--- src/rtl/lcr_pkg.sv ---
// Shared types, register map and constants for the load cell reader.
`default_nettype none

package lcr_pkg;

   // converter word width default
   localparam int DATA_BITS_DEF = 24;

   // field widths fixed by the register map and result format
   localparam int DIV_W   = 16;
   localparam int LIM_W   = 16;
   localparam int TOL_W   = 24;
   localparam int WGT_W   = 16;
   localparam int RAW_W   = 24;
   localparam int DEN_W   = DIV_W + 5;
   localparam int ADDR_W  = 4;
   localparam int PDATA_W = 32;

   // register reset values
   localparam logic [DIV_W-1:0] DIVISOR_RST   = DIV_W'(415);
   localparam logic [LIM_W-1:0] LIMIT_RST     = LIM_W'(20000);
   localparam logic [TOL_W-1:0] TOLERANCE_RST = TOL_W'(3000);

   // register indexes (word address paddr[3:2])
   localparam logic [1:0] REG_SCALE_DIVISOR  = 2'd0;
   localparam logic [1:0] REG_OVERLOAD_LIMIT = 2'd1;
   localparam logic [1:0] REG_TARE_TOLERANCE = 2'd2;

   // request action codes
   localparam logic [1:0] ACT_TICK  = 2'd0;
   localparam logic [1:0] ACT_WEIGH = 2'd1;
   localparam logic [1:0] ACT_TARE  = 2'd2;

   typedef struct packed {
      logic [DIV_W-1:0] scale_divisor;
      logic [LIM_W-1:0] overload_limit;
      logic [TOL_W-1:0] tare_tolerance;
   } cfg_type;

   typedef struct packed {
      logic emit;        // load result register
      logic start;       // begin a read sequence
      logic tare_sel;    // sequence is a tare
      logic shift;       // shift in one data bit
      logic shift_bit;
      logic tare_load;   // store raw as tare
      logic div_start;   // launch weight division
      logic weigh_load;  // update weight and error
      logic clock_line;
      logic busy;
      logic done;
   } cmd_type;

   typedef struct packed {
      logic last_bit;
      logic tare_mode;
      logic div_done;
   } status_type;

endpackage

`default_nettype wire

--- src/rtl/lcr_csr.sv ---
// Configuration register file behind the APB-style port.
`default_nettype none

module lcr_csr (
   input  wire logic                          clock,
   input  wire logic                          reset,
   input  wire logic                          psel,
   input  wire logic                          penable,
   input  wire logic                          pwrite,
   input  wire logic [lcr_pkg::ADDR_W-1:0]    paddr,
   input  wire logic [lcr_pkg::PDATA_W-1:0]   pwdata,
   output logic      [lcr_pkg::PDATA_W-1:0]   prdata,
   output logic                               pready,
   output lcr_pkg::cfg_type                   cfg
);
   import lcr_pkg::*;

   logic [DIV_W-1:0] divisor_ff, divisor_in;
   logic [LIM_W-1:0] limit_ff, limit_in;
   logic [TOL_W-1:0] tolerance_ff, tolerance_in;
   logic             wr_en;

   assign pready = 1'b1;
   assign wr_en  = psel & penable & pwrite;

   always_comb begin
      divisor_in   = divisor_ff;
      limit_in     = limit_ff;
      tolerance_in = tolerance_ff;
      if (wr_en) begin
         case (paddr[3:2])
            REG_SCALE_DIVISOR:  divisor_in   = pwdata[DIV_W-1:0];
            REG_OVERLOAD_LIMIT: limit_in     = pwdata[LIM_W-1:0];
            REG_TARE_TOLERANCE: tolerance_in = pwdata[TOL_W-1:0];
            default: ;
         endcase
      end
   end

   always_ff @(posedge clock) begin
      if (reset) begin
         divisor_ff   <= DIVISOR_RST;
         limit_ff     <= LIMIT_RST;
         tolerance_ff <= TOLERANCE_RST;
      end else begin
         divisor_ff   <= divisor_in;
         limit_ff     <= limit_in;
         tolerance_ff <= tolerance_in;
      end
   end

   always_comb begin
      case (paddr[3:2])
         REG_SCALE_DIVISOR:  prdata = PDATA_W'(divisor_ff);
         REG_OVERLOAD_LIMIT: prdata = PDATA_W'(limit_ff);
         REG_TARE_TOLERANCE: prdata = PDATA_W'(tolerance_ff);
         default:            prdata = '0;
      endcase
   end

   assign cfg.scale_divisor  = divisor_ff;
   assign cfg.overload_limit = limit_ff;
   assign cfg.tare_tolerance = tolerance_ff;

endmodule

`default_nettype wire

--- src/rtl/lcr_datapath.sv ---
// Datapath: shift register, tare, serial weight divider and result register.
`default_nettype none

module lcr_datapath #(
   parameter int DATA_BITS = lcr_pkg::DATA_BITS_DEF
) (
   input  wire logic                        clock,
   input  wire logic                        reset,
   input  wire lcr_pkg::cfg_type            cfg,
   input  wire lcr_pkg::cmd_type            cmd,
   output lcr_pkg::status_type              status,
   output logic                             rsp_clock_line,
   output logic                             rsp_busy_res,
   output logic                             rsp_done_res,
   output logic [lcr_pkg::WGT_W-1:0]        rsp_weight,
   output logic                             rsp_error,
   output logic [lcr_pkg::RAW_W-1:0]        rsp_raw_value
);
   import lcr_pkg::*;

   localparam int CNT_W  = $clog2(DATA_BITS + 1);
   localparam int NUM_W  = ((DATA_BITS + 5 > WGT_W) ? DATA_BITS + 5 : WGT_W) + 1;
   localparam int DIVC_W = $clog2(NUM_W + 1);
   localparam int BAND_W = ((DATA_BITS > TOL_W) ? DATA_BITS : TOL_W) + 1;
   localparam logic [DATA_BITS-1:0] SIGN_BIT = {1'b1, {(DATA_BITS-1){1'b0}}};

   logic [DATA_BITS-1:0] shift_ff, shift_in;
   logic [CNT_W-1:0]     bit_count_ff, bit_count_in;
   logic [DATA_BITS-1:0] tare_ff, tare_in;
   logic [DATA_BITS-1:0] last_raw_ff, last_raw_in;
   logic [WGT_W-1:0]     held_ff, held_in;
   logic                 error_ff, error_in;
   logic                 tare_mode_ff, tare_mode_in;

   logic [NUM_W-1:0]     quo_ff, quo_in;
   logic [DEN_W-1:0]     rem_ff, rem_in;
   logic [DEN_W-1:0]     den_ff, den_in;
   logic [DIVC_W-1:0]    dcnt_ff, dcnt_in;
   logic                 div_busy_ff, div_busy_in;

   logic [DATA_BITS-1:0] raw;
   logic [DIV_W-1:0]     div_eff;
   logic [DATA_BITS-1:0] diff;
   logic [NUM_W-1:0]     diff_ext;
   logic [NUM_W-1:0]     num_start;
   logic [DEN_W-1:0]     div_ext;
   logic [DEN_W:0]       rem_sh;
   logic                 q_bit;
   logic                 raw_ge;
   logic                 in_band;
   logic                 over;
   logic [WGT_W-1:0]     sat_weight;

   assign raw      = shift_ff ^ SIGN_BIT;
   assign div_eff  = (cfg.scale_divisor == '0) ? DIV_W'(1) : cfg.scale_divisor;
   assign diff     = raw - tare_ff;
   assign diff_ext = NUM_W'(diff);
   assign num_start = (diff_ext << 4) + (diff_ext << 2) + NUM_W'(div_eff);
   assign div_ext  = DEN_W'(div_eff);

   // one restoring step per cycle
   assign rem_sh = {rem_ff, quo_ff[NUM_W-1]};
   assign q_bit  = (rem_sh >= {1'b0, den_ff});

   assign raw_ge  = (raw >= tare_ff);
   assign in_band = ((BAND_W'(raw) + BAND_W'(cfg.tare_tolerance)) > BAND_W'(tare_ff));
   assign over    = (quo_ff > NUM_W'(cfg.overload_limit));
   assign sat_weight = (|quo_ff[NUM_W-1:WGT_W]) ? {WGT_W{1'b1}} : quo_ff[WGT_W-1:0];

   always_comb begin
      shift_in     = shift_ff;
      bit_count_in = bit_count_ff;
      tare_in      = tare_ff;
      last_raw_in  = last_raw_ff;
      held_in      = held_ff;
      error_in     = error_ff;
      tare_mode_in = tare_mode_ff;
      if (cmd.start) begin
         bit_count_in = '0;
         tare_mode_in = cmd.tare_sel;
      end
      if (cmd.shift) begin
         shift_in     = {shift_ff[DATA_BITS-2:0], cmd.shift_bit};
         bit_count_in = bit_count_ff + CNT_W'(1);
      end
      if (cmd.tare_load) begin
         tare_in     = raw;
         last_raw_in = raw;
      end
      if (cmd.weigh_load) begin
         last_raw_in = raw;
         if (raw_ge) begin
            error_in = over;
            held_in  = sat_weight;
         end else if (in_band) begin
            error_in = 1'b0;
            held_in  = '0;
         end else begin
            error_in = 1'b1;
         end
      end
   end

   always_comb begin
      quo_in      = quo_ff;
      rem_in      = rem_ff;
      den_in      = den_ff;
      dcnt_in     = dcnt_ff;
      div_busy_in = div_busy_ff;
      if (cmd.div_start) begin
         quo_in      = num_start;
         rem_in      = '0;
         den_in      = (div_ext << 4) + (div_ext << 2);
         dcnt_in     = DIVC_W'(NUM_W);
         div_busy_in = 1'b1;
      end else if (div_busy_ff) begin
         quo_in  = {quo_ff[NUM_W-2:0], q_bit};
         rem_in  = q_bit ? DEN_W'(rem_sh - {1'b0, den_ff}) : rem_sh[DEN_W-1:0];
         dcnt_in = dcnt_ff - DIVC_W'(1);
         if (dcnt_ff == DIVC_W'(1)) begin
            div_busy_in = 1'b0;
         end
      end
   end

   always_ff @(posedge clock) begin
      if (reset) begin
         shift_ff     <= '0;
         bit_count_ff <= '0;
         tare_ff      <= '0;
         last_raw_ff  <= '0;
         held_ff      <= '0;
         error_ff     <= 1'b0;
         tare_mode_ff <= 1'b0;
         div_busy_ff  <= 1'b0;
      end else begin
         shift_ff     <= shift_in;
         bit_count_ff <= bit_count_in;
         tare_ff      <= tare_in;
         last_raw_ff  <= last_raw_in;
         held_ff      <= held_in;
         error_ff     <= error_in;
         tare_mode_ff <= tare_mode_in;
         div_busy_ff  <= div_busy_in;
      end
   end

   always_ff @(posedge clock) begin
      quo_ff  <= quo_in;
      rem_ff  <= rem_in;
      den_ff  <= den_in;
      dcnt_ff <= dcnt_in;
      if (cmd.emit) begin
         rsp_clock_line <= cmd.clock_line;
         rsp_busy_res   <= cmd.busy;
         rsp_done_res   <= cmd.done;
         rsp_weight     <= held_in;
         rsp_error      <= error_in;
         rsp_raw_value  <= RAW_W'(last_raw_in);
      end
   end

   assign status.last_bit  = (bit_count_ff >= CNT_W'(DATA_BITS - 1));
   assign status.tare_mode = tare_mode_ff;
   assign status.div_done  = ~div_busy_ff;

endmodule

`default_nettype wire

--- src/rtl/lcr_controller.sv ---
// Controller: request buffer, read sequence state machine, result handshake.
`default_nettype none

module lcr_controller (
   input  wire logic                 clock,
   input  wire logic                 reset,
   input  wire logic                 req_valid,
   output logic                      req_stall,
   input  wire logic [1:0]           req_action,
   input  wire logic                 req_data_line,
   output logic                      rsp_valid,
   input  wire logic                 rsp_stall,
   output lcr_pkg::cmd_type          cmd,
   input  wire lcr_pkg::status_type  status
);
   import lcr_pkg::*;

   typedef enum logic [5:0] {
      PH_IDLE   = 6'b000001,
      PH_WAIT   = 6'b000010,
      PH_HIGH   = 6'b000100,
      PH_LOW    = 6'b001000,
      PH_EXTRA  = 6'b010000,
      PH_DIVIDE = 6'b100000
   } phase_type;

   phase_type  phase_ff, phase_in;
   logic       pend_ff, pend_in;
   logic       rsp_valid_ff, rsp_valid_in;
   logic [1:0] action_ff;
   logic       data_ff;
   logic       accept;
   logic       slot_free;
   logic       commit;

   assign accept    = req_valid & ~pend_ff;
   assign slot_free = ~rsp_valid_ff | ~rsp_stall;
   assign req_stall = pend_ff;
   assign rsp_valid = rsp_valid_ff;

   always_comb begin
      phase_in = phase_ff;
      commit   = 1'b0;
      cmd      = '0;
      case (phase_ff)
         PH_IDLE: begin
            if (pend_ff && slot_free) begin
               commit = 1'b1;
               if (action_ff == ACT_WEIGH || action_ff == ACT_TARE) begin
                  cmd.start    = 1'b1;
                  cmd.tare_sel = (action_ff == ACT_TARE);
                  phase_in     = PH_WAIT;
               end
            end
         end
         PH_WAIT: begin
            if (pend_ff && slot_free) begin
               commit = 1'b1;
               if (!data_ff) begin
                  cmd.clock_line = 1'b1;
                  phase_in       = PH_HIGH;
               end
            end
         end
         PH_HIGH: begin
            if (pend_ff && slot_free) begin
               commit   = 1'b1;
               phase_in = PH_LOW;
            end
         end
         PH_LOW: begin
            if (pend_ff && slot_free) begin
               commit         = 1'b1;
               cmd.shift      = 1'b1;
               cmd.shift_bit  = data_ff;
               cmd.clock_line = 1'b1;
               phase_in       = status.last_bit ? PH_EXTRA : PH_HIGH;
            end
         end
         PH_EXTRA: begin
            if (pend_ff) begin
               if (status.tare_mode) begin
                  if (slot_free) begin
                     commit        = 1'b1;
                     cmd.tare_load = 1'b1;
                     cmd.done      = 1'b1;
                     phase_in      = PH_IDLE;
                  end
               end else begin
                  cmd.div_start = 1'b1;
                  phase_in      = PH_DIVIDE;
               end
            end
         end
         PH_DIVIDE: begin
            if (status.div_done && slot_free) begin
               commit         = 1'b1;
               cmd.weigh_load = 1'b1;
               cmd.done       = 1'b1;
               phase_in       = PH_IDLE;
            end
         end
         default: begin
            phase_in = PH_IDLE;
         end
      endcase
      cmd.emit = commit;
      cmd.busy = (phase_in != PH_IDLE);
   end

   always_comb begin
      pend_in      = commit ? 1'b0 : (accept | pend_ff);
      rsp_valid_in = commit | (rsp_valid_ff & rsp_stall);
   end

   always_ff @(posedge clock) begin
      if (reset) begin
         phase_ff     <= PH_IDLE;
         pend_ff      <= 1'b0;
         rsp_valid_ff <= 1'b0;
      end else begin
         phase_ff     <= phase_in;
         pend_ff      <= pend_in;
         rsp_valid_ff <= rsp_valid_in;
      end
   end

   // hold the accepted request until its tick is applied
   always_ff @(posedge clock) begin
      if (accept) begin
         action_ff <= req_action;
         data_ff   <= req_data_line;
      end
   end

endmodule

`default_nettype wire

--- src/rtl/load_cell_reader_with_tare.sv ---
// Top level of the load cell converter reader with tare.
//
// Each request is one half-period tick of the converter serial clock: an
// action code (tick, start weighing, start tare) and the sampled data line.
// Every request yields exactly one response carrying the clock level to
// drive, busy and done flags, the held weight, the error flag and the last
// raw conversion. A read waits for the data line to go low, clocks in
// DATA_BITS bits MSB first, adds one extra pulse, and on the final tick
// either stores the tare or computes the weight.
// A request is taken into a one-entry buffer, and its response is
// registered once the response slot is free. The final tick of a
// weighing runs a restoring divider at one quotient bit per cycle, with
// NUM_W = max(DATA_BITS+5,16)+1 steps (30 steps at 24 bits).
// The response register parts the two channels: a new request is taken
// while an earlier response is still stalled; the following tick then waits
// until the response slot frees. Reset clears the sequence to idle, zeroes
// tare, weight, error and raw value, and loads the register defaults.
// Registers: scale_divisor at 0x0, overload_limit at 0x4, tare_tolerance
// at 0x8; write only while idle.
`default_nettype none

module load_cell_reader_with_tare #(
   parameter int DATA_BITS = lcr_pkg::DATA_BITS_DEF
) (
   input  wire logic                        clock,
   input  wire logic                        reset,
   // request channel
   input  wire logic                        req_valid,
   output logic                             req_stall,
   input  wire logic [1:0]                  req_action,
   input  wire logic                        req_data_line,
   // response channel
   output logic                             rsp_valid,
   input  wire logic                        rsp_stall,
   output logic                             rsp_clock_line,
   output logic                             rsp_busy_res,
   output logic                             rsp_done_res,
   output logic [lcr_pkg::WGT_W-1:0]        rsp_weight,
   output logic                             rsp_error,
   output logic [lcr_pkg::RAW_W-1:0]        rsp_raw_value,
   // configuration port
   input  wire logic                        psel,
   input  wire logic                        penable,
   input  wire logic                        pwrite,
   input  wire logic [lcr_pkg::ADDR_W-1:0]  paddr,
   input  wire logic [lcr_pkg::PDATA_W-1:0] pwdata,
   output logic      [lcr_pkg::PDATA_W-1:0] prdata,
   output logic                             pready
);
   import lcr_pkg::*;

   cfg_type    cfg;
   cmd_type    cmd;
   status_type status;

   // register file: hold divisor, limit and tolerance
   lcr_csr u_csr (
      .clock   (clock),
      .reset   (reset),
      .psel    (psel),
      .penable (penable),
      .pwrite  (pwrite),
      .paddr   (paddr),
      .pwdata  (pwdata),
      .prdata  (prdata),
      .pready  (pready),
      .cfg     (cfg)
   );

   // sequencer: advance the read phases and drive the handshakes
   lcr_controller u_ctrl (
      .clock         (clock),
      .reset         (reset),
      .req_valid     (req_valid),
      .req_stall     (req_stall),
      .req_action    (req_action),
      .req_data_line (req_data_line),
      .rsp_valid     (rsp_valid),
      .rsp_stall     (rsp_stall),
      .cmd           (cmd),
      .status        (status)
   );

   // datapath: shift in bits, divide, hold the response payload
   lcr_datapath #(
      .DATA_BITS (DATA_BITS)
   ) u_dp (
      .clock          (clock),
      .reset          (reset),
      .cfg            (cfg),
      .cmd            (cmd),
      .status         (status),
      .rsp_clock_line (rsp_clock_line),
      .rsp_busy_res   (rsp_busy_res),
      .rsp_done_res   (rsp_done_res),
      .rsp_weight     (rsp_weight),
      .rsp_error      (rsp_error),
      .rsp_raw_value  (rsp_raw_value)
   );

endmodule

`default_nettype wire
--- config.mk ---
export PLATFORM = sky130hd
export DESIGN_NAME = load_cell_reader_with_tare
export DESIGN_NICKNAME = d
export VERILOG_FILES = /design/src/rtl/lcr_pkg.sv /design/src/rtl/lcr_csr.sv /design/src/rtl/lcr_datapath.sv /design/src/rtl/lcr_controller.sv /design/src/rtl/load_cell_reader_with_tare.sv
export SDC_FILE = /design/constraint.sdc
export NUM_CORES = 1
export LEC_CHECK = 0
export BUFFER_PORTS_ARGS = -buffer_cell sky130_fd_sc_hd__buf_2
export CAP_MARGIN = 0
export CORE_MARGIN = 10
export CORE_UTILIZATION = 54
export CTS_CLUSTER_SIZE = 10
export DETAILED_ROUTE_END_ITERATION = 8
export GPL_TIMING_DRIVEN = 0
export PLACE_DENSITY = 0.7
export SLEW_MARGIN = 20
export SYNTH_ARGS = -nofsm -noshare
export SYNTH_HDL_FRONTEND = slang
export SYNTH_SLANG_ARGS = --single-unit
--- constraint.sdc ---
create_clock -name clock -period 12.8 [get_ports clock]
set_clock_uncertainty 0.05 [all_clocks]
set_input_delay 0 -clock clock [delete_from_list [all_inputs] [get_ports clock]]
set_output_delay 0 -clock clock [all_outputs]
set_load 0.005 [all_outputs]
==> results of run 1 <==
## cells in the final DEF (no fill, tap or decap), types with 16 or more instances in the layout
cell type      instances
a21o_1                54
xor2_1                31
nand4_1               21
and2_1                61
inv_1                106
nor2_1               100
xnor2_1               66
clkbuf_16             37
nor3_1                32
mux2_2                22
dlygate4sd3_1         34
nand2_1              336
o211ai_1              20
ha_1                 161
clkbuf_1              97
a211oi_1              17
edfxtp_1              96
dfxtp_1              186
o21a_1                22
buf_2                110
a31o_2                17
o21ai_0              132
mux2i_1               38
nor2b_1               16
nand3_1               42
a21oi_1              201
## registers in the layout, summed over array words and instances (netlist names), 6 cells and up
signal / cells
u_dp.quo_ff: 30
u_csr.tolerance_ff: 24
u_dp.last_raw_ff: 24
u_dp.rsp_raw_value: 24
u_dp.shift_ff: 24
u_dp.tare_ff: 24
u_dp.rem_ff: 21
u_dp.den_ff: 19
u_csr.divisor_ff: 16
u_csr.limit_ff: 16
u_dp.held_ff: 16
u_dp.rsp_weight: 16
u_ctrl.phase_ff: 6
## layout make-up
type	count	area (um^2)	area share [%]
Buffer	104	457	2.21
Sequential cell	282	6610	32.0
Clock inverter	6	47.5	0.230
Multi-Input combinational cell	1609	10600	51.6
Inverter	106	398	1.93
Clock buffer	57	1030	5.00
Tap cell	442	553	2.68
Timing Repair Buffer	141	906	4.39
## worst max-delay path, stage by stage, from the launching register on
cell and delay, ns:
dfxtp_1 0.55, ha_1 0.34, nor2b_1 0.15, o31a_1 0.29, o21ai_0 0.16, nand2_1 0.10
a21o_1 0.18, a21oi_1 0.17, xnor2_1 0.18, ha_1 0.33, nor3_1 0.33, nor2_2 0.14
a31oi_4 0.32, nand2_1 0.09, a21oi_1 0.18, xnor2_1 0.09, ha_1 0.37, and4_1 0.22
and2_1 0.17, o21ai_0 0.08, or2b_2 0.16, o311a_2 0.21, nand4_2 0.20, o311a_1 0.37
a221oi_2 0.22, xnor2_1 0.18, o21ai_1 0.08
## worst min-delay path by stage
stage	startpoint	endpoint	slack (ns)	cells past startpoint
global route	reset	u_csr.divisor_ff[9]$_SDFFE_PP0P_	0.11	3
global placement	req_data_line	u_ctrl.data_ff$_DFFE_PP_	0.13	1
CTS	reset	u_csr.divisor_ff[12]$_SDFFE_PP0P_	0.07	3
floorplan	req_action[0]	u_ctrl.action_ff[0]$_DFFE_PP_	0.05	0
finish	reset	u_csr.divisor_ff[6]$_SDFFE_PP0P_	0.09	3
detailed placement	req_data_line	u_ctrl.data_ff$_DFFE_PP_	0.13	1
## stage by stage
stage / hold slack, ns / utilization [%]
floorplan: 0.0489 / -
global placement: 0.126 / 58.5
detailed placement: 0.128 / 58.6
CTS: 0.0682 / 63.0
global route: 0.106 / 63.0
finish: 0.0895 / 63.0
## power groups by stage
stage	Clock, mW	Combinational [mW]	Sequential, mW
2_1_floorplan	0	0.0866	0.984
3_3_place_gp	0	0.145	0.985
3_5_place_dp	0	0.149	0.983
4_1_cts	0.948	0.158	0.965
5_1_grt	0.988	0.175	0.967
6_report	0.939	0.159	0.965
## layer usage
metal  track usage (%)  vias to the layer above  part of all wire [%]
li1                  -                     7808                     -
met1              31.0                     7403                    43
met2              41.6                      510                    47
met3              3.12                      118                   5.7
met4              11.0                        0                   4.2
met5                 0                        -                     0
## timing repair
item / CTS / global route
hold buffers: 34 / 0
hold endpoints to repair: 65 / 0
resized for setup: 0 / 0
## logic make-up after synthesis
kind of cell | Yosys count | share of synthesized area (%)
AND/OR/NAND/NOR | 699 | 18.2
AO/OA/AOI/OAI | 573 | 20.1
flip-flops | 282 | 36.6
buffers and inverters | 210 | 4.72
adder cells (fa/ha/maj) | 167 | 11.8
XOR/XNOR | 98 | 4.79
multiplexers | 63 | 3.66
other | 2 | 0.0416
==> metrics.cfg, run 1 <==
[layout]
finish.net_count = 2493
area_delta_synth_final_pct = 14.3
antennaDiodeCount = 0
nFillCells = 2836
stdcell_count = 2747
stdcell_area_mm2 = 0.0206
drive_above_1_share_pct = 10.7

[setup_path]
critPathKind = flip-flop to flip-flop
setup.worst_path.start = u_dp.shift_ff[1]$_SDFFE_PP0P_
r2r_slack_ns = 6.62
startpoint_type = flip-flop
crit_required_ns = 13.01
rr_endpoint = u_dp.quo_ff[27]$_DFFE_PP_
critPathCapture = u_dp.quo_ff[27]$_DFFE_PP_
critPathCaptureType = flip-flop
worstPathArrival_ns = 6.39
r2r_start = u_dp.shift_ff[1]$_SDFFE_PP0P_
worstPathMaxFanout = 8
rr_worst_depth = 26

[logic_synthesis]
synth-seq-area-share_pct = 36.6
synth_area_mm2 = 0.0181
synth_commonest_cells = nand2_1 (336), a21oi_1 (201), dfxtp_1 (186), ha_1 (161), o21ai_0 (132)
synth-edff-count = 96
syn_inst = 2094
yosysTopAreaCell = dfxtp_1
yosysMostFrequentCell = nand2_1
synth_area_per_cell_um2 = 8.62
synth_cell_types = 99
synth_top_cell_area_share_pct = 20.6
async_reset_ff_share_pct = 0
ys_warn_count = 0
synth_flop_cell = dfxtp_1
ys_ff_latch = 282
synthTopCellsByArea = dfxtp_1 (21%), edfxtp_1 (16%), ha_1 (11%), nand2_1 (7.0%), a21oi_1 (5.6%)

[floorplanning]
ios = 125
start_util_pct = 55.1
num_rows = 66
dieArea_mm2 = 0.0412
die_w_um = 203
coreArea_mm2 = 0.0328
die_h_um = 203

[timing]
fin_crit_ns = 6.18
worst_slack_ns = 6.62
worst_pin_slew_ns = 1.06
tns_ns = 0
rsz0062_at_grt = false
fmax_ghz = 0.162
final-setup-viol-count = 0
finalMaxSlewViolations = 0
period_share_pct = 48.3
hold_viol_final = 0
slew_headroom_pct = 28.9

[clock_network]
cts.sinks = 282
cts_buffers = 36
clk-insertion-delay-late_ns = 0.53
htreeDepth = 2
cts_root_buf = clkbuf_16
post_cts_buffers = 0
cts_buffer_depth = 3
clk_pin_slew_ns = 0.05
tritoncts = done

[global_route]
grt_pass1_vias = 15287
grt_antenna_before_repair = 1
grt_usage_pct = 24.7
grt.overflow.total = 0
grt_pass1_wl_um = 81800
grt_max_degree = 31

[status]
status = finished, final reports clean

[route]
viasPerCell = 5.77
routed_wl_um = 52500
vias = 15839
ant_nets = 0
remaining_drc_errors = 0
wl_per_cell_um = 19.1
drtIter0Drc = 984
dr.pass1.iters = 5

[place]
globalplace.congestion = 0.927
hpwl_um = 41000
dpl_worst_slack_ns = 6.69
placed_cells = 2650
io_buffers = 105
placed_cell_area_mm2 = 0.0192

[power]
p_leak_nw = 8.82
ir_drop_mv = 0.113
pwr-share-clk_pct = 45.5
finalPower_mw = 2.06
switching_share_pct = 23.8
powerDensity_mw_per_mm2 = 99.9
seqPwrFrac_pct = 46.8
p_switching_mw = 0.491
p_int_mw = 1.57
combPwrFrac_pct = 7.7

[run]
maxCapViolations = 0

[worst_hold_path]
hold_path_class = primary input to flip-flop

Power figures use the tool's default switching activity.
==> run 2: changes to the inputs <==
- clock period: 12.8 -> 6.3 ns (I/O delays scaled with it)
==> metrics.cfg, run 2 (same netlist as run 1, synthesis figures left out) <==
[power]
powerDensity_mw_per_mm2 = 202  ; was 99.9 mW/mm^2
p_leak_nw = 8.84  ; was 8.82 nW
ir_drop_mv = 0.228  ; was 0.113 mV
p_int_mw = 3.19  ; was 1.57 mW
finalPower_mw = 4.19  ; was 2.06 mW
p_switching_mw = 0.995  ; was 0.491 mW
pwr-share-clk_pct = 45.5  ; about the same
seqPwrFrac_pct = 46.8  ; about the same
combPwrFrac_pct = 7.7  ; about the same
switching_share_pct = 23.8  ; about the same

[place]
placed_cells = 2650  ; unchanged
globalplace.congestion = 0.927  ; unchanged
io_buffers = 105  ; unchanged
placed_cell_area_mm2 = 0.0192  ; unchanged
hpwl_um = 41000  ; unchanged

[layout]
area_delta_synth_final_pct = 14.6  ; was 14.3%
antennaDiodeCount = 0  ; unchanged
stdcell_area_mm2 = 0.0207  ; was 0.0206 mm^2
largest_reg_flops = 30  ; unchanged
fin_util_pct = 63.1  ; was 63.0%
stdcell_count = 2749  ; was 2747
final_common_cell = nand2_1  ; unchanged
layout_common_cells = nand2_1 (336), a21oi_1 (201), dfxtp_1 (182)  ; was nand2_1 (336), a21oi_1 (201), dfxtp_1 (186)
largest_register = u_dp.quo_ff  ; unchanged
nFillCells = 2827  ; was 2836
finish.net_count = 2495  ; was 2493
drive_above_1_share_pct = 11.1  ; was 10.7%

[clock_network]
cts_buffers = 36  ; unchanged
clk-insertion-delay-late_ns = 0.53  ; about the same
clk_pin_slew_ns = 0.05  ; about the same
tritoncts = done  ; unchanged
cts.sinks = 282  ; unchanged
cts_root_buf = clkbuf_16  ; unchanged
cts_buffer_depth = 3  ; unchanged
htreeDepth = 2  ; unchanged

[timing]
slew_headroom_pct = 27.5  ; was 28.9%
fin_crit_ns = 5.99  ; was 6.18 ns
fmax_ghz = 0.167  ; was 0.162 GHz
hold_viol_final = 0  ; unchanged
rsz0062_at_grt = true  ; was false
period_share_pct = 95.1  ; was 48.3%
whs_ns = 0.0996  ; was 0.0895 ns
final-setup-viol-count = 0  ; unchanged
finalMaxSlewViolations = 0  ; unchanged
worst_pin_slew_ns = 1.08  ; was 1.06 ns

[global_route]
grt_usage_pct = 24.7  ; unchanged
grt_pass1_wl_um = 81800  ; unchanged
gr-usage-met2_pct = 41.6  ; unchanged
grt_use_met3_pct = 3.12  ; unchanged
grt.overflow.total = 0  ; unchanged
grt_pass1_vias = 15287  ; unchanged
grt.met1_usage_pct = 31.0  ; unchanged
grt_antenna_before_repair = 1  ; unchanged
top_usage_layer = met2  ; unchanged
grt_max_degree = 31  ; unchanged

[setup_path]
worstPathArrival_ns = 6.20  ; was 6.39 ns
r2r_start = u_dp.shift_ff[0]$_SDFFE_PP0P_  ; was u_dp.shift_ff[1]$_SDFFE_PP0P_
critPathCaptureType = flip-flop  ; unchanged
crit_required_ns = 6.51  ; was 13.01 ns
rr_endpoint = u_dp.quo_ff[27]$_DFFE_PP_  ; unchanged
rr_worst_depth = 26  ; unchanged
r2r_slack_ns = 0.31  ; was 6.62 ns
critPathKind = flip-flop to flip-flop  ; unchanged
worstPathMaxFanout = 6  ; was 8
startpoint_type = flip-flop  ; unchanged

[floorplanning]
ios = 125  ; unchanged
die_h_um = 203  ; unchanged
dieArea_mm2 = 0.0412  ; unchanged
start_util_pct = 55.1  ; unchanged
num_rows = 66  ; unchanged
die_w_um = 203  ; unchanged
coreArea_mm2 = 0.0328  ; unchanged

[route]
dr.pass1.iters = 6  ; was 5
routed_wl_um = 52500  ; about the same
remaining_drc_errors = 0  ; unchanged
wl_per_cell_um = 19.1  ; about the same
viasPerCell = 5.77  ; about the same
drtIter0Drc = 1033  ; was 984
ant_nets = 0  ; unchanged
vias = 15871  ; was 15839

[status]
status = finished, final reports clean  ; unchanged

[worst_hold_path]
hp-start = reset  ; unchanged
hold_path_end = u_csr.divisor_ff[13]$_SDFFE_PP0P_  ; was u_csr.divisor_ff[6]$_SDFFE_PP0P_
hold_depth = 3  ; unchanged
hold_path_class = primary input to flip-flop  ; unchanged

[run]
maxCapViolations = 0  ; unchanged

-- run 2: worst max-delay path by stage --
stage | startpoint | end | slack (ns) | cells after the start
after floorplan | u_dp.shift_ff[1]$_SDFFE_PP0P_ | u_dp.quo_ff[27]$_DFFE_PP_ | 0.82 | 25
after global placement | u_dp.shift_ff[1]$_SDFFE_PP0P_ | u_dp.quo_ff[27]$_DFFE_PP_ | 0.25 | 26
after detailed placement | u_dp.shift_ff[1]$_SDFFE_PP0P_ | u_dp.quo_ff[27]$_DFFE_PP_ | 0.19 | 26
after CTS | u_dp.shift_ff[1]$_SDFFE_PP0P_ | u_dp.quo_ff[27]$_DFFE_PP_ | 0.15 | 25
after global routing | u_dp.tare_ff[2]$_SDFFE_PP0P_ | u_dp.quo_ff[27]$_DFFE_PP_ | -0.03 | 25
final | u_dp.shift_ff[0]$_SDFFE_PP0P_ | u_dp.quo_ff[27]$_DFFE_PP_ | 0.31 | 26
-- run 2: timing repair --
action | CTS | global route
buffers inserted | 0 | 2
endpoints found under the setup margin | 0 | 8
gates resized for setup | 0 | 11
endpoints found under the hold margin | 65 | 0
hold buffers | 34 | 0
-- run 2: critical path, cell delays in order, from the launching register on --
cell	delay [ns]
dfxtp_2	0.40
inv_1	0.06
ha_1	0.22
fa_1	0.42
nor2b_1	0.19
o31ai_2	0.12
nand2_1	0.09
a21oi_1	0.08
xnor2_1	0.26
ha_1	0.36
a2111oi_4	0.45
o21ai_1	0.16
a21o_1	0.23
a21oi_1	0.14
o21ai_0	0.10
xor2_1	0.16
ha_1	0.36
and4_1	0.22
and2_1	0.18
o21ai_0	0.09
or2b_2	0.16
o311a_2	0.23
nand4_4	0.15
o311a_1	0.35
a221oi_2	0.22
xnor2_1	0.18
o21ai_1	0.08
-- run 2: routing by layer --
metal	vias to the layer above	wire length, um
met4	0	2340
met5	-	0
met2	495	24700
met3	128	2880
li1	7811	-
met1	7437	22600
-- run 2: area by class of cell --
type | instances | area (um^2) | share of cell area [%]
inverter | 106 | 398 | 1.92
clock buffer | 57 | 1030 | 4.98
buffer | 104 | 457 | 2.21
sequential | 282 | 6610 | 31.9
multi-input combinational | 1609 | 10700 | 51.6
clock inverter | 6 | 47.5 | 0.230
timing repair buffer | 143 | 921 | 4.45
tap | 442 | 553 | 2.67
-- run 2: stage by stage --
step / setup slack (ns) / setup TNS [ns]
6_report: 0.309 / 0
5_1_grt: -0.0328 / -0.0328
4_1_cts: 0.148 / 0
3_5_place_dp: 0.193 / 0
3_3_place_gp: 0.246 / 0
2_1_floorplan: 0.825 / 0
-- run 2: power by group through the flow --
| stage | clock [mW] | combinational [mW] | sequential (mW) |
|---|---|---|---|
| 2_1_floorplan | 0 | 0.176 | 2.00 |
| 3_3_place_gp | 0 | 0.294 | 2.00 |
| 3_5_place_dp | 0 | 0.303 | 2.00 |
| 4_1_cts | 1.93 | 0.322 | 1.96 |
| 5_1_grt | 2.01 | 0.356 | 1.96 |
| 6_report | 1.90 | 0.322 | 1.96 |
==> run 3: changes to the inputs <==
- ABC_AREA: unset -> 1
==> metrics.cfg, run 3 <==
[status]
status = finished, final reports clean  ; unchanged

[logic_synthesis]
synth-seq-area-share_pct = 36.8  ; was 36.6%
syn_inst = 2355  ; was 2094
synth_commonest_cells = nand2_1 (463), inv_1 (258), nor2_1 (231), a21oi_1 (211), o21ai_0 (207)  ; was nand2_1 (336), a21oi_1 (201), dfxtp_1 (186), ha_1 (161), o21ai_0 (132)
synth_compound_area_share_pct = 17.2  ; was 20.1%
synth-edff-count = 96  ; unchanged
async_reset_ff_share_pct = 0  ; unchanged
ys_ff_latch = 282  ; unchanged
synth_flop_cell = dfxtp_1  ; unchanged
yosysTopAreaCell = dfxtp_1  ; unchanged
synth_cell_types = 60  ; was 99
synth_area_mm2 = 0.0180  ; was 0.0181 mm^2
ys_warn_count = 0  ; unchanged
synthTopCellsByArea = dfxtp_1 (21%), edfxtp_1 (16%), ha_1 (11%), nand2_1 (9.7%), a21oi_1 (5.9%)  ; was dfxtp_1 (21%), edfxtp_1 (16%), ha_1 (11%), nand2_1 (7.0%), a21oi_1 (5.6%)
yosysMostFrequentCell = nand2_1  ; unchanged
yosys.area_share.adder_pct = 11.9  ; was 11.8%
muxShareOfSynthArea_pct = 0  ; was 3.66%
synth_area_per_cell_um2 = 7.63  ; was 8.62 um^2
synth_top_cell_area_share_pct = 20.7  ; was 20.6%
synth_xor_area_share_pct = 5.34  ; was 4.79%
synth_top_family_by_area = simple AND/OR/NAND/NOR gates  ; was compound AO/OA/AOI/OAI gates
synthSimpleGateAreaFrac_pct = 21.0  ; was 18.2%

[layout]
largest_reg_flops = 30  ; unchanged
antennaDiodeCount = 0  ; unchanged
stdcell_count = 3002  ; was 2749
stdcell_area_mm2 = 0.0205  ; was 0.0207 mm^2
area_delta_synth_final_pct = 14.1  ; was 14.6%
largest_register = u_dp.quo_ff  ; unchanged
layout_common_cells = nand2_1 (463), inv_1 (257), nor2_1 (231)  ; was nand2_1 (336), a21oi_1 (201), dfxtp_1 (182)
finish.net_count = 2749  ; was 2495
drive_above_1_share_pct = 8.09  ; was 11.1%
final_common_cell = nand2_1  ; unchanged

[setup_path]
critPathKind = flip-flop to flip-flop  ; unchanged
worstPathArrival_ns = 5.87  ; was 6.20 ns
critPathCaptureType = flip-flop  ; unchanged
max_stage_delay_ns = 0.43  ; was 0.45 ns
worstPathMaxFanout = 5  ; was 6
r2r_slack_ns = 0.65  ; was 0.31 ns
crit_required_ns = 6.52  ; was 6.51 ns
cpMaxStageDelayCell = fa_1  ; was a2111oi_4
startpoint_type = flip-flop  ; unchanged

[timing]
final-setup-viol-count = 0  ; unchanged
worst_pin_slew_ns = 0.883  ; was 1.08 ns
finalMaxSlewViolations = 0  ; unchanged
fin_crit_ns = 5.65  ; was 5.99 ns
period_share_pct = 89.7  ; was 95.1%
slew_headroom_pct = 41.1  ; was 27.5%
tns_ns = 0  ; unchanged
rsz0062_at_grt = false  ; was true
fmax_ghz = 0.177  ; was 0.167 GHz
hold_viol_final = 0  ; unchanged
whs_ns = 0.0527  ; was 0.0996 ns

[run]
maxCapViolations = 0  ; unchanged

[floorplanning]
num_rows = 66  ; unchanged
dieArea_mm2 = 0.0410  ; was 0.0412 mm^2
coreArea_mm2 = 0.0327  ; was 0.0328 mm^2
start_util_pct = 55.0  ; was 55.1%
ios = 125  ; unchanged
die_w_um = 202  ; was 203 um
die_h_um = 202  ; was 203 um

[clock_network]
clk_pin_slew_ns = 0.06  ; was 0.05 ns
cts_buffer_depth = 3  ; unchanged
cts.sinks = 282  ; unchanged
cts_buffers = 35  ; was 36
post_cts_buffers = 0  ; unchanged
cts_root_buf = clkbuf_16  ; unchanged
htreeDepth = 2  ; unchanged
clk-insertion-delay-late_ns = 0.52  ; was 0.53 ns
tritoncts = done  ; unchanged

[global_route]
grt_antenna_before_repair = 0  ; was 1
grt_pass1_vias = 16043  ; was 15287
grt.overflow.total = 0  ; unchanged
grt_pass1_wl_um = 85100  ; was 81800 um
grt_usage_pct = 25.6  ; was 24.7%
grt_max_degree = 36  ; was 31

[place]
hpwl_um = 42600  ; was 41000 um
placed_cell_area_mm2 = 0.0191  ; was 0.0192 mm^2
placed_cells = 2910  ; was 2650
io_buffers = 104  ; was 105
globalplace.congestion = 0.952  ; was 0.927

[power]
p_leak_nw = 9.78  ; was 8.84 nW
ir_drop_mv = 0.257  ; was 0.228 mV
powerDensity_mw_per_mm2 = 198  ; was 202 mW/mm^2

[route]
drtIter0Drc = 1193  ; was 1033
dr.pass1.iters = 6  ; unchanged
wl_per_cell_um = 17.8  ; was 19.1 um
remaining_drc_errors = 0  ; unchanged
ant_nets = 0  ; unchanged
vias = 16600  ; was 15871
routed_wl_um = 53500  ; was 52500 um
viasPerCell = 5.53  ; was 5.77

[worst_hold_path]
hold_path_class = primary input to flip-flop  ; unchanged

## run 3: metrics by stage
step	utilization (%)	setup WS (ns)	power (mW)
2_1_floorplan	-	1.52	2.11
3_3_place_gp	58.3	0.212	2.20
3_5_place_dp	58.5	0.669	2.21
4_1_cts	62.7	0.642	4.08
5_1_grt	62.7	0.237	4.18
6_report	62.7	0.646	4.07
## run 3: path summary, 6_finish.rpt
path,start,cells past startpoint,endpoint
max reg2reg,u_dp.shift_ff[0]$_SDFFE_PP0P_,26,u_dp.quo_ff[24]$_DFFE_PP_
min,penable,5,u_csr.limit_ff[0]$_SDFFE_PP0P_
max,u_dp.shift_ff[0]$_SDFFE_PP0P_,26,u_dp.quo_ff[24]$_DFFE_PP_
min reg2reg,u_dp.shift_ff[23]$_SDFFE_PP0P_,1,u_dp.tare_ff[23]$_SDFFE_PP0P_
## run 3: critical path: cells and delay by family, from the launching register on
family                     cells  cell delay (ns)
buffers and inverters          2             0.24
adders and majority gates      4             1.41
and+or+nand+nor               10             1.24
AOI/OAI and AO/OA              8             1.67
xor gates and xnor gates       2             0.40
DFF                            1             0.42
## run 3: final cells by class
cell class,instances,area (um^2)
Timing Repair Buffer,137,886
Inverter,264,991
Fill cell,3049,12200
Buffer,87,413
Clock buffer,59,1040
Clock inverter,2,10.0
Multi-Input combinational cell,1729,10000
Tap cell,442,553
Sequential cell,282,6610
## run 3: repair_timing
action | CTS | global route
resized for setup | 0 | 0
endpoints found under the hold margin | 66 | 0
hold buffers | 31 | 0
## run 3: cells by family after synthesis
family	after synthesis
compound gates	556
xor+xnor	107
buf+inv	351
other cells	2
simple gates	890
flops	282
fa+ha+maj	167
## run 3: routing by layer
layer	track usage (%)	vias up	share of wire [%]
met1	32.6	7663	44
met5	0	-	0
met4	8.74	0	3.3
met3	2.89	97	5.3
met2	43.9	535	48
li1	-	8305	-
## run 3: where the power goes
part           internal, mW  leakage (nW)  switching, mW
registers              1.92          2.40         0.0176
logic                 0.102          6.87          0.159
clock network          1.12         0.508          0.757
